## config.mk

```make
export PLATFORM = sky130hd
export DESIGN_NAME = unicode_utf_transcoder_flat
export DESIGN_NICKNAME = d
export VERILOG_FILES = /design/src/rtl/utc_pkg.sv /design/src/rtl/utc_if.sv /design/src/rtl/unicode_utf_transcoder.sv /design/src/rtl/utc_front.sv /design/src/rtl/utc_fifo.sv /design/src/rtl/utc_back.sv /design/src/flat_wrapper.sv
export SDC_FILE = /design/constraint.sdc
export NUM_CORES = 1
export LEC_CHECK = 0
export BUFFER_PORTS_ARGS = -buffer_cell sky130_fd_sc_hd__clkbuf_2
export CAP_MARGIN = 10
export CORE_AREA = 8 8 165 167
export DETAILED_ROUTE_END_ITERATION = 8
export DIE_AREA = 0 0 173 175
export PLACE_DENSITY = 0.59
export SLEW_MARGIN = 10
export SYNTH_ARGS = -nofsm -noshare
export SYNTH_HDL_FRONTEND = slang
export SYNTH_SLANG_ARGS = --single-unit
export TNS_END_PERCENT = 100
```

## constraint.sdc

```tcl
create_clock -name clk_i -period 2.9 [get_ports clk_i]
set_input_delay 0.29 -clock clk_i [delete_from_list [all_inputs] [get_ports clk_i]]
set_output_delay 0.29 -clock clk_i [all_outputs]
set_load 0.03 [all_outputs]
```

## src/rtl/utc_pkg.sv

```systemverilog
// Shared types and constants for the Unicode UTF transcoder.
package utc_pkg;

  localparam int unsigned QueueDepth = 2;

  localparam logic [20:0] REPLACEMENT_CP = 21'h00FFFD;
  localparam logic [20:0] CP_LIMIT       = 21'h110000;
  localparam logic [20:0] SUPP_BASE      = 21'h010000;

  typedef enum logic [1:0] {
    FORM_UTF8  = 2'd0,
    FORM_UTF16 = 2'd1,
    FORM_UTF32 = 2'd2
  } form_e;

  typedef enum logic [1:0] {
    ST_ACCEPT     = 2'd0,
    ST_INCOMPLETE = 2'd1,
    ST_REJECT     = 2'd2
  } status_e;

  typedef enum logic {
    CFG_SOURCE_FORM = 1'b0,
    CFG_DEST_FORM   = 1'b1
  } cfg_idx_e;

  // Decoded code point handed from the front to the back.
  typedef struct packed {
    status_e     status;
    logic [2:0]  consumed;
    logic [20:0] code_point;
  } dec_t;

endpackage

```

## src/rtl/utc_if.sv

```systemverilog
// Valid/ready channel interfaces for source windows and transcoded results.
interface utc_in_if;
  logic        valid;
  logic        ready;
  logic [31:0] unit_a;
  logic [31:0] unit_b;
  logic [31:0] unit_c;
  logic [31:0] unit_d;
  logic [2:0]  avail;

  modport source (output valid, unit_a, unit_b, unit_c, unit_d, avail, input ready);
  modport sink   (input valid, unit_a, unit_b, unit_c, unit_d, avail, output ready);
endinterface

interface utc_out_if;
  logic        valid;
  logic        ready;
  logic [1:0]  status;
  logic [2:0]  consumed;
  logic [20:0] code_point;
  logic [31:0] out_a;
  logic [31:0] out_b;
  logic [31:0] out_c;
  logic [31:0] out_d;
  logic [2:0]  out_count;

  modport source (output valid, status, consumed, code_point, out_a, out_b, out_c, out_d,
                  out_count, input ready);
  modport sink   (input valid, status, consumed, code_point, out_a, out_b, out_c, out_d,
                  out_count, output ready);
endinterface

```

## src/rtl/unicode_utf_transcoder.sv

```systemverilog
// Top level: configuration registers, decode front, queue and encode back.
// A decoded request is written into the queue, then encoded and held in the output register.
// Throughput: one request per cycle; the front stalls only while the queue is full, which needs
//   output back-pressure, and resumes in the cycle after the first held result leaves.
// Reset: asynchronous, active low; clears queue and output valid, source form to UTF-8 and
//   destination form to UTF-16. No clearing pass.
module unicode_utf_transcoder import utc_pkg::*; #(
  parameter int unsigned QUEUE_DEPTH = QueueDepth
) (
  input  logic       clk_i,
  input  logic       rst_ni,
  input  logic       cfg_we_i,
  input  logic       cfg_idx_i,
  input  logic [1:0] cfg_wdata_i,
  utc_in_if.sink     in_req,
  utc_out_if.source  out_res
);

  logic [1:0] src_form_q;
  logic [1:0] dst_form_q;

  // queue hand-off
  logic room;
  logic push;
  dec_t dec_front;
  logic head_valid;
  dec_t head;
  logic pop;

  // Form registers; the user must write them only while no request is in flight (the block
  // has no check for this), so the back may read the destination form live.
  always_ff @(posedge clk_i or negedge rst_ni) begin
    if (!rst_ni) begin
      src_form_q <= FORM_UTF8;
      dst_form_q <= FORM_UTF16;
    end else if (cfg_we_i) begin
      case (cfg_idx_i)
        CFG_SOURCE_FORM: src_form_q <= cfg_wdata_i;
        CFG_DEST_FORM:   dst_form_q <= cfg_wdata_i;
        default:         src_form_q <= src_form_q;
      endcase
    end
  end

  // Decode: classifies the window and produces status, consumed count and code point.
  utc_front u_front (
    .source_form_i (src_form_q),
    .in_req        (in_req),
    .room_i        (room),
    .push_o        (push),
    .dec_o         (dec_front)
  );

  // Decoupling queue; lets decode keep taking requests while the output stalls.
  utc_fifo #(
    .DEPTH (QUEUE_DEPTH)
  ) u_fifo (
    .clk_i   (clk_i),
    .rst_ni  (rst_ni),
    .push_i  (push),
    .data_i  (dec_front),
    .room_o  (room),
    .pop_i   (pop),
    .valid_o (head_valid),
    .data_o  (head)
  );

  // Encode into the destination form and register the result.
  utc_back u_back (
    .clk_i       (clk_i),
    .rst_ni      (rst_ni),
    .dest_form_i (dst_form_q),
    .valid_i     (head_valid),
    .dec_i       (head),
    .pop_o       (pop),
    .out_res     (out_res)
  );

endmodule

```

## src/rtl/utc_front.sv

```systemverilog
// Front end: takes a source window and decodes one code point.
module utc_front import utc_pkg::*; (
  input  logic [1:0] source_form_i,
  utc_in_if.sink     in_req,
  input  logic       room_i,
  output logic       push_o,
  output dec_t       dec_o
);

  assign in_req.ready = room_i;
  assign push_o       = in_req.valid && room_i;

  always_comb begin
    logic [2:0]  n;
    logic [7:0]  lead;
    logic        cb, cc, cd;
    logic [10:0] acc2;
    logic [15:0] acc3;
    logic [20:0] acc4;
    logic [15:0] f16;
    logic [15:0] s16;

    n    = in_req.avail[2] ? 3'd4 : in_req.avail;
    lead = in_req.unit_a[7:0];
    cb   = (in_req.unit_b[7:6] == 2'b10);
    cc   = (in_req.unit_c[7:6] == 2'b10);
    cd   = (in_req.unit_d[7:6] == 2'b10);
    acc2 = {lead[4:0], in_req.unit_b[5:0]};
    acc3 = {lead[3:0], in_req.unit_b[5:0], in_req.unit_c[5:0]};
    acc4 = {lead[2:0], in_req.unit_b[5:0], in_req.unit_c[5:0], in_req.unit_d[5:0]};
    f16  = in_req.unit_a[15:0];
    s16  = in_req.unit_b[15:0];

    dec_o.status     = ST_REJECT;
    dec_o.consumed   = 3'd1;
    dec_o.code_point = REPLACEMENT_CP;

    if (n == 3'd0) begin
      dec_o.status   = ST_INCOMPLETE;
      dec_o.consumed = 3'd0;
    end else begin
      case (source_form_i)
        FORM_UTF8: begin
          if (!lead[7]) begin
            dec_o.status     = ST_ACCEPT;
            dec_o.code_point = {13'd0, lead};
          end else if (lead[7:5] == 3'b110) begin
            if (n < 3'd2) begin
              dec_o.status = ST_INCOMPLETE;
            end else begin
              dec_o.consumed = 3'd2;
              if (cb && acc2 >= 11'h080) begin
                dec_o.status     = ST_ACCEPT;
                dec_o.code_point = {10'd0, acc2};
              end
            end
          end else if (lead[7:4] == 4'b1110) begin
            if (n < 3'd3) begin
              dec_o.status = ST_INCOMPLETE;
            end else if (!cb) begin
              dec_o.consumed = 3'd2;
            end else begin
              dec_o.consumed = 3'd3;
              // overlong or surrogate values fall through to reject
              if (cc && acc3 >= 16'h0800 && acc3[15:11] != 5'b11011) begin
                dec_o.status     = ST_ACCEPT;
                dec_o.code_point = {5'd0, acc3};
              end
            end
          end else if (lead[7:3] == 5'b11110) begin
            if (n < 3'd4) begin
              dec_o.status = ST_INCOMPLETE;
            end else if (!cb) begin
              dec_o.consumed = 3'd2;
            end else if (!cc) begin
              dec_o.consumed = 3'd3;
            end else begin
              dec_o.consumed = 3'd4;
              if (cd && acc4 >= SUPP_BASE && acc4 < CP_LIMIT) begin
                dec_o.status     = ST_ACCEPT;
                dec_o.code_point = acc4;
              end
            end
          end
        end
        FORM_UTF16: begin
          if (f16[15:10] == 6'b110110) begin
            if (n < 3'd2) begin
              dec_o.status = ST_INCOMPLETE;
            end else begin
              dec_o.consumed = 3'd2;
              if (s16[15:10] == 6'b110111) begin
                dec_o.status     = ST_ACCEPT;
                dec_o.code_point = {1'b0, f16[9:0], s16[9:0]} + SUPP_BASE;
              end
            end
          end else if (f16[15:11] != 5'b11011) begin
            dec_o.status     = ST_ACCEPT;
            dec_o.code_point = {5'd0, f16};
          end
        end
        default: begin
          if (in_req.unit_a < {11'd0, CP_LIMIT} && in_req.unit_a[31:11] != 21'h00001B) begin
            dec_o.status     = ST_ACCEPT;
            dec_o.code_point = in_req.unit_a[20:0];
          end
        end
      endcase
    end
  end

endmodule

```

## src/rtl/utc_fifo.sv

```systemverilog
// Short queue of decoded code points between front and back.
module utc_fifo import utc_pkg::*; #(
  parameter int unsigned DEPTH = QueueDepth
) (
  input  logic clk_i,
  input  logic rst_ni,
  input  logic push_i,
  input  dec_t data_i,
  output logic room_o,
  input  logic pop_i,
  output logic valid_o,
  output dec_t data_o
);

  localparam int unsigned PtrW = (DEPTH > 1) ? $clog2(DEPTH) : 1;
  localparam int unsigned CntW = $clog2(DEPTH + 1);

  dec_t            mem_q [DEPTH];
  logic [PtrW-1:0] wr_q, wr_d, rd_q, rd_d;
  logic [CntW-1:0] cnt_q, cnt_d;
  logic            push_ok, pop_ok;

  assign room_o  = (cnt_q != CntW'(DEPTH));
  assign valid_o = (cnt_q != '0);
  assign push_ok = push_i && room_o;
  assign pop_ok  = pop_i && valid_o;
  assign data_o  = mem_q[rd_q];

  always_comb begin
    wr_d  = wr_q;
    rd_d  = rd_q;
    cnt_d = cnt_q;
    if (push_ok) begin
      wr_d = (wr_q == PtrW'(DEPTH - 1)) ? '0 : wr_q + 1'b1;
    end
    if (pop_ok) begin
      rd_d = (rd_q == PtrW'(DEPTH - 1)) ? '0 : rd_q + 1'b1;
    end
    if (push_ok && !pop_ok) begin
      cnt_d = cnt_q + 1'b1;
    end else if (pop_ok && !push_ok) begin
      cnt_d = cnt_q - 1'b1;
    end
  end

  always_ff @(posedge clk_i or negedge rst_ni) begin
    if (!rst_ni) begin
      wr_q  <= '0;
      rd_q  <= '0;
      cnt_q <= '0;
    end else begin
      wr_q  <= wr_d;
      rd_q  <= rd_d;
      cnt_q <= cnt_d;
    end
  end

  always_ff @(posedge clk_i) begin
    if (push_ok) begin
      mem_q[wr_q] <= data_i;
    end
  end

  a_cnt_bound : assert property (@(posedge clk_i) disable iff (!rst_ni)
    cnt_q <= CntW'(DEPTH))
    else $error("queue fill count above depth");

  a_cnt_inc : assert property (@(posedge clk_i) disable iff (!rst_ni)
    (push_ok && !pop_ok) |=> (cnt_q == $past(cnt_q) + 1'b1))
    else $error("queue count missed a push");

  a_cnt_dec : assert property (@(posedge clk_i) disable iff (!rst_ni)
    (pop_ok && !push_ok) |=> (cnt_q == $past(cnt_q) - 1'b1))
    else $error("queue count missed a pop");

  a_ptr_sync : assert property (@(posedge clk_i) disable iff (!rst_ni)
    (cnt_q == '0) |-> (wr_q == rd_q))
    else $error("empty queue with pointers apart");

endmodule

```

## src/rtl/utc_back.sv

```systemverilog
// Back end: re-encodes a decoded code point into the output register.
module utc_back import utc_pkg::*; (
  input  logic       clk_i,
  input  logic       rst_ni,
  input  logic [1:0] dest_form_i,
  input  logic       valid_i,
  input  dec_t       dec_i,
  output logic       pop_o,
  utc_out_if.source  out_res
);

  logic        vld_q;
  logic        load;
  logic [31:0] o_d [4];
  logic [31:0] o_q [4];
  logic [2:0]  cnt_d, cnt_q;
  dec_t        dec_q;

  assign load  = !vld_q || out_res.ready;
  assign pop_o = valid_i && load;

  always_comb begin
    logic [20:0] cp;
    logic [19:0] sup;

    cp    = dec_i.code_point;
    sup   = 20'(cp - SUPP_BASE);
    o_d   = '{default: 32'd0};
    cnt_d = 3'd0;
    if (dec_i.status == ST_ACCEPT) begin
      case (dest_form_i)
        FORM_UTF8: begin
          if (cp < 21'h000080) begin
            o_d[0] = {11'd0, cp};
            cnt_d  = 3'd1;
          end else if (cp < 21'h000800) begin
            o_d[0] = {24'd0, 3'b110, cp[10:6]};
            o_d[1] = {24'd0, 2'b10, cp[5:0]};
            cnt_d  = 3'd2;
          end else if (cp < SUPP_BASE) begin
            o_d[0] = {24'd0, 4'b1110, cp[15:12]};
            o_d[1] = {24'd0, 2'b10, cp[11:6]};
            o_d[2] = {24'd0, 2'b10, cp[5:0]};
            cnt_d  = 3'd3;
          end else begin
            o_d[0] = {24'd0, 5'b11110, cp[20:18]};
            o_d[1] = {24'd0, 2'b10, cp[17:12]};
            o_d[2] = {24'd0, 2'b10, cp[11:6]};
            o_d[3] = {24'd0, 2'b10, cp[5:0]};
            cnt_d  = 3'd4;
          end
        end
        FORM_UTF16: begin
          if (cp < SUPP_BASE) begin
            o_d[0] = {11'd0, cp};
            cnt_d  = 3'd1;
          end else begin
            o_d[0] = {16'd0, 6'b110110, sup[19:10]};
            o_d[1] = {16'd0, 6'b110111, cp[9:0]};
            cnt_d  = 3'd2;
          end
        end
        default: begin
          o_d[0] = {11'd0, cp};
          cnt_d  = 3'd1;
        end
      endcase
    end
  end

  always_ff @(posedge clk_i or negedge rst_ni) begin
    if (!rst_ni) begin
      vld_q <= 1'b0;
    end else if (load) begin
      vld_q <= valid_i;
    end
  end

  always_ff @(posedge clk_i) begin
    if (pop_o) begin
      dec_q <= dec_i;
      o_q   <= o_d;
      cnt_q <= cnt_d;
    end
  end

  assign out_res.valid      = vld_q;
  assign out_res.status     = dec_q.status;
  assign out_res.consumed   = dec_q.consumed;
  assign out_res.code_point = dec_q.code_point;
  assign out_res.out_a      = o_q[0];
  assign out_res.out_b      = o_q[1];
  assign out_res.out_c      = o_q[2];
  assign out_res.out_d      = o_q[3];
  assign out_res.out_count  = cnt_q;

endmodule
```

## src/flat_wrapper.sv

```systemverilog
// flat-port wrapper written by rule: the top's interface ports become plain ports
module unicode_utf_transcoder_flat import utc_pkg::*;
#(
  parameter int unsigned QUEUE_DEPTH = QueueDepth
)
  (clk_i, rst_ni, cfg_we_i, cfg_idx_i, cfg_wdata_i, in_req_valid, in_req_unit_a, in_req_unit_b, in_req_unit_c, in_req_unit_d, in_req_avail, in_req_ready, out_res_valid, out_res_status, out_res_consumed, out_res_code_point, out_res_out_a, out_res_out_b, out_res_out_c, out_res_out_d, out_res_out_count, out_res_ready);
  utc_in_if in_req_i ();
  utc_out_if out_res_i ();
  input  logic clk_i;
  input  logic rst_ni;
  input  logic cfg_we_i;
  input  logic cfg_idx_i;
  input  logic [1:0] cfg_wdata_i;
  input wire logic [$bits(in_req_i.valid)-1:0] in_req_valid;
  input wire logic [$bits(in_req_i.unit_a)-1:0] in_req_unit_a;
  input wire logic [$bits(in_req_i.unit_b)-1:0] in_req_unit_b;
  input wire logic [$bits(in_req_i.unit_c)-1:0] in_req_unit_c;
  input wire logic [$bits(in_req_i.unit_d)-1:0] in_req_unit_d;
  input wire logic [$bits(in_req_i.avail)-1:0] in_req_avail;
  output wire logic [$bits(in_req_i.ready)-1:0] in_req_ready;
  output wire logic [$bits(out_res_i.valid)-1:0] out_res_valid;
  output wire logic [$bits(out_res_i.status)-1:0] out_res_status;
  output wire logic [$bits(out_res_i.consumed)-1:0] out_res_consumed;
  output wire logic [$bits(out_res_i.code_point)-1:0] out_res_code_point;
  output wire logic [$bits(out_res_i.out_a)-1:0] out_res_out_a;
  output wire logic [$bits(out_res_i.out_b)-1:0] out_res_out_b;
  output wire logic [$bits(out_res_i.out_c)-1:0] out_res_out_c;
  output wire logic [$bits(out_res_i.out_d)-1:0] out_res_out_d;
  output wire logic [$bits(out_res_i.out_count)-1:0] out_res_out_count;
  input wire logic [$bits(out_res_i.ready)-1:0] out_res_ready;
  assign in_req_i.valid = in_req_valid;
  assign in_req_i.unit_a = in_req_unit_a;
  assign in_req_i.unit_b = in_req_unit_b;
  assign in_req_i.unit_c = in_req_unit_c;
  assign in_req_i.unit_d = in_req_unit_d;
  assign in_req_i.avail = in_req_avail;
  assign in_req_ready = in_req_i.ready;
  assign out_res_valid = out_res_i.valid;
  assign out_res_status = out_res_i.status;
  assign out_res_consumed = out_res_i.consumed;
  assign out_res_code_point = out_res_i.code_point;
  assign out_res_out_a = out_res_i.out_a;
  assign out_res_out_b = out_res_i.out_b;
  assign out_res_out_c = out_res_i.out_c;
  assign out_res_out_d = out_res_i.out_d;
  assign out_res_out_count = out_res_i.out_count;
  assign out_res_i.ready = out_res_ready;
  unicode_utf_transcoder #(.QUEUE_DEPTH(QUEUE_DEPTH)) u_core (.clk_i(clk_i), .rst_ni(rst_ni), .cfg_we_i(cfg_we_i), .cfg_idx_i(cfg_idx_i), .cfg_wdata_i(cfg_wdata_i), .in_req(in_req_i), .out_res(out_res_i));
endmodule
```

# Yosys cells after proc, flatten, opt, wreduce, memory -nomap -nowiden
# Memories as Yosys holds them, arrays and structs flattened.
# Cells that the tools add are included.
# totals
elab_cells,141
out_inout_bits,159
n_memories,1
mem_bits_rw,52
inputBits,139
register_bits,166
# op_classes
n_mux,65
n_reduce_logical,26
bitwise,3
add_sub_neg,6
n_lt_le_gt_ge,11
eq_ne,14
# memory_table
memory,depth,word_bits,read_ports,rd_ports_with_merged_regs,wr,line,source
u_core.u_fifo.mem_q,2,26,1,0,1,utc_fifo.sv:18,dec_t mem_q [DEPTH];
# ops
cell,n
$mux 21,11
$mux 96,1
$pmux 21 s2,2
$mux 26,3
$mux 23,3
$mux 69,1
$mux 16,4
$mux 64,1
$pmux 32 s2,1
$mux 38,1
$mux 2,18
$lt 32x21->1 const B,1
$mux 24,1
$mux 3,8
$add 20x17->21 const B,1
$ge 21x17->1 const B,1
$lt 21x12->1 const B,1
$lt 21x17->1 const B,1
$lt 21x21->1 const B,1
$lt 21x8->1 const B,1
$ne 21x5->1 const B,1
$sub 20x17->20 const B,1
$ge 16x12->1 const B,1
$eq 6x6->1 const B,2
28 further kinds,58

# Logic depth before layout (Yosys ltp)
# logic_depth
ltp_word,13
ltp_mapped,9
depth_no_buf,7

# By module
# From an unflattened synthesis, not the netlist that was laid out.
# hier_totals
cells_unflattened,662
area_unflattened_um2,7684.9
# by_module_without_submodules
module,instances,cells_each,seq_area_each_um2,area_per_inst_um2
utc_back,1,353,2277.2,3995.1
utc_fifo,1,99,1661.6,2170.8
utc_front,1,200,0.0,1345.0
unicode_utf_transcoder,1,10,101.3,173.9

# Worst setup path before layout
# No wires, ideal clock.
# synth_timing
path_kind,reg-to-reg
startpoint,"register u_core.u_back.vld_q, in the netlist u_core.u_back.out_res.valid"
endpoint,"register u_core.u_back.dec_q, in the netlist u_core.u_back.out_res.code_point[0], enable pin"
path_slack_ns,0.225
required_time_ns,2.471
setup_time_ns,0.429
stages_incl_launch_ff,4
synth_period_minus_slack_ns,2.675
path_buffers,0
arrival_time_ns,2.246
path_cell_list,dfrtp_1 nand2b_1 o21ai_0 inv_1
# synth_via
elab_chain_len,3
# synth_rtl
item,line,source
start: declaration,utc_back.sv:12,logic vld_q;
start signal: assignment,utc_back.sv:75,vld_q <= valid_i;
$logic_not 1->1,utc_back.sv:19,assign load = !vld_q || out_res.ready;
$logic_or 1x1->1,utc_back.sv:19,
$logic_and 1x1->1,utc_back.sv:20,assign pop_o = valid_i && load;
named net u_core.pop,unicode_utf_transcoder.sv:28,logic pop;
end signal: assignment,utc_back.sv:81,dec_q <= dec_i;
end: declaration,utc_back.sv:17,dec_t dec_q;
# The timed path passes the listed nets, and every way through them passes these cells.
# A chain may end at the register's enable or synchronous reset.

# Worst setup path in the final report
# layout_timing
startpoint,register u_core.u_fifo.rd_q
endpoint,"register u_core.u_back.o_q, in the netlist u_core.u_back.out_res.out_a[2] (data pin)"
# layout_via
elab_chain_len,6
elab_cells_between_ends,11
classes_between,1 x add/sub; 3 x order compare; 5 x mux; 1 x reduce/logical; 1 x memory
# layout_rtl
item,line,source
start: declaration,utc_fifo.sv:19,"logic [PtrW-1:0] wr_q, wr_d, rd_q, rd_d;"
start signal: assignment,utc_fifo.sv:53,rd_q <= rd_d;
$mem_v2 2x26 *,--,
$lt 21x17->1,"utc_back.sv:40, utc_back.sv:54",
$mux 69,utc_back.sv:40,end else if (cp < SUPP_BASE) begin
$mux 38,utc_back.sv:36,end else if (cp < 21'h000800) begin
$mux 21,utc_back.sv:33,if (cp < 21'h000080) begin
$pmux 21 s2,utc_back.sv:31,case (dest_form_i)
end signal: assignment,utc_back.sv:82,o_q <= o_d;
end: declaration,utc_back.sv:15,logic [31:0] o_q [4];
# Mark *: on every way between the ends. The rest lies on a longest branch, timed or not.

==> run metrics <==
outcome=complete, no violations; Top FF cell, synth=edfxtp_1; Peak VDD IR=roughly 470 µV; Final ANT Viol Nets=0; CP Capture Type=register; number of global-route vias before repair=approximately 5.9k; Die Height=175 µm; die span in x=roughly 170 µm; Syn Inst Count=between 600 and 700; First DRT Iteration DRCs=~360; critical path, cell by cell=buf_4 -> or4b_1 -> o22a_1 -> o31a_1 -> a211oi_2 -> o22ai_1; CP delay by family, top=compound AO/OA/AOI/OAI gates; # rows=58; Post-synth EDFFs=around 130; clock transition at the registers of the reported paths=about 0.060 ns; Worst R2R Setup Slack=0.36 ns; Yosys warning count=0; MaxCap Viol Count=0; drt pass-1 iters=5; vias=5696; crit path max-delay cell type=dfrtp_1; crit path kind=reg2reg; Req. time, crit path=approximately 3.0 ns; Initial Util=between 30% and 40%; synth top area cells=edfxtp_1 (51%), buf_4 (8.5%), nor2_1 (3.3%), dfrtp_1 (2.7%), mux2i_1 (2.5%); Nets=around 1000; critical path buffer and inverter count=1; Non-Filler Instances=roughly 1.2k; setup TNS=0 ns; Seq/Total Area, Yosys=53.9%; Mean Syn Cell Area=around 11 µm²; clock sink total=between 100 and 150; P&R area growth vs syn=20.7%; RSZ-0062 raised after global routing=no; Post-Route WL=around 22 mm; Post-route DRC=0; initial antenna violation count=0; share of layout cells above drive strength 1=between 20 and 30%; postcts setup bufs=0; gpl congestion=about 0.95; Critical Path Max Stage Delay=~0.53 ns; area leader, netlist=edfxtp_1; part of the cycle the worst path needs=between 80% and 90%; die area=between 30000 and 40000 µm²; worst skew pair latency=0.41 ns; ant diodes=0; fin crit period=about 2.5 ns; maximum fanout along the worst path=7; core area=approximately 25000 µm²; share of the synthesized area in the top cell type=between 50 and 60%; Post-synth ARST share=roughly 6.6%; worst-margin pin slew=around 0.94 ns; port bufs=approximately 160; Num CTS Buffers=17; Hold Vio Cnt, Final=0; io pins=around 300; Syn Std Cell Area=about 7500 µm²; synth cell count leaders=edfxtp_1 (127), buf_4 (85), nor2_1 (65); first-pass GRT wire length=33.8 mm; clk root buf=clkbuf_16; pwr/cell area=995 nW/µm²; CTS tree=yes; H-tree depth=4; Hold WS=between 0.1 and 0.15 ns; clock skew=between 0.008 and 0.009 ns; GRT Util Overall=between 10% and 20%; vias per inst=roughly 4.8; Yosys cell types=78; crit start category=register; routed len/inst=18.6 µm; Leak Pwr=~0.0037 µW; hpwl dp=~17 mm; Slew HR=~37%; final slew viol count=0; hold crit path type=in2reg; setup violators final=0; CP Data Arrival Time=2.67 ns; Max Fclk=394 MHz; clk buf depth=2; grt total ovfl=0; Cells after DPL=1144; synthesized flop and latch total=about 140; Setup WS post-layout=roughly 0.36 ns; pin count of the biggest net entering global routing=76; most frequent cell after synthesis=edfxtp_1; Place WS=0.368 ns
report_power, final:
part | total (µW) | internal, µW | switching (µW)
Sequential | 3320 | 3040 | 283
Combinational | 3420 | 944 | 2470
Clock | 2270 | 1510 | 760
stage by stage:
stage	power (µW)	utilization, %	instance area [µm²]
3_5_place_dp	6830	34.1	8410
3_3_place_gp	6800	34.1	8410
6_report	9010	36.7	9050
5_1_grt	9490	36.7	9050
2_1_floorplan	5760	-	7790
4_1_cts	9120	36.7	9050
sequential cells by signal (all words and copies together) (netlist names):
name                              cells
u_core.u_back.out_res.out_b          11
u_core.u_back.out_res.valid           1
u_core.u_back.out_res.out_c           7
u_core.u_back.out_res.out_d           7
u_core.u_back.out_res.code_point     21
u_core.u_fifo.rd_q                    1
u_core.u_fifo.mem_q                  52
u_core.u_fifo.cnt_q                   2
u_core.u_back.out_res.out_a          21
u_core.u_fifo.wr_q                    1
u_core.dst_form_q                     2
u_core.u_back.out_res.consumed        3
u_core.src_form_q                     2
u_core.u_back.out_res.status          2
u_core.u_back.out_res.out_count       3
worst paths after layout:
path                       depth (start not counted)                         from                        endpoint
setup / recovery                                   6           u_core.u_fifo.rd_q  u_core.u_back.out_res.out_a[2]
hold / removal                                     3               cfg_wdata_i[1]            u_core.src_form_q[1]
setup reg to reg                                   6           u_core.u_fifo.rd_q  u_core.u_back.out_res.out_a[2]
hold reg to reg                                    2  u_core.u_back.out_res.valid     u_core.u_back.out_res.valid
max in group asynchronous                          2                       rst_ni            u_core.dst_form_q[0]
min in group asynchronous                          2                       rst_ni     u_core.u_back.out_res.valid
placed cells by master (no fill, tap or decap), types with 4 or more instances in the layout:
cell,count
bufinv_16,5
nand2b_1,6
xnor2_1,5
a21o_1,7
o21ai_1,4
mux2_2,11
o21a_1,5
and3_1,5
nand2_1,24
conb_1,78
a31oi_1,6
or3_1,5
a221o_1,5
a21oi_1,20
clkinv_2,4
o211ai_1,16
and2_1,6
o21ai_0,32
nor2b_1,8
a21boi_0,4
inv_1,29
xor2_1,4
a211oi_1,7
nor4_1,11
o22ai_1,7
mux2i_1,19
edfxtp_1,127
nor2_1,64
clkbuf_16,17
nand4_1,4
nand3_1,11
o22a_1,4
clkbuf_2,155
dfrtp_1,8
nor3_1,15
o221ai_1,17
buf_4,24
area by class of cell:
type                    count  area (µm²)
inverters                  30         113
multi-input cells         468        2870
repair buffers            181         986
well taps                 330         413
flip-flops and latches    136        4040
fillers                  2518       15600
clock buffers              17         425
clock inverters            13         204
metal layers:
| metal | vias up | global-route usage (%) | share of wire (%) |
|---|---|---|---|
| li1 | 2688 | - | - |
| met1 | 2688 | 18.0 | 45 |
| met2 | 291 | 22.4 | 45 |
| met3 | 29 | 4.25 | 7.4 |
| met4 | 0 | 5.53 | 2.1 |
| met5 | - | 0 | 0 |
worst register-to-register path: stages, from the launching register on:
cell and delay [ns]:
dfrtp_1 0.53, buf_4 0.24, or4b_1 0.51, o22a_1 0.28, o31a_1 0.39, a211oi_2 0.20, o22ai_1 0.11
cell families after synthesis:
| logic type | share of synthesized area (%) |
|---|---|
| adder cells (fa/ha/maj) | 0.501 |
| other | 0.0500 |
| XOR/XNOR | 1.05 |
| flip-flops | 53.9 |
| multiplexers | 4.19 |
| AO/OA/AOI/OAI | 15.4 |
| AND/OR/NAND/NOR | 13.2 |
| buffers and inverters | 11.8 |
repair_timing:
| action | in CTS | in global routing |
|---|---|---|
| hold endpoints to repair | 9 | 0 |
| hold buffers | 1 | 0 |
| gates resized for setup | 0 | 0 |
Power figures use the tool's default switching activity.
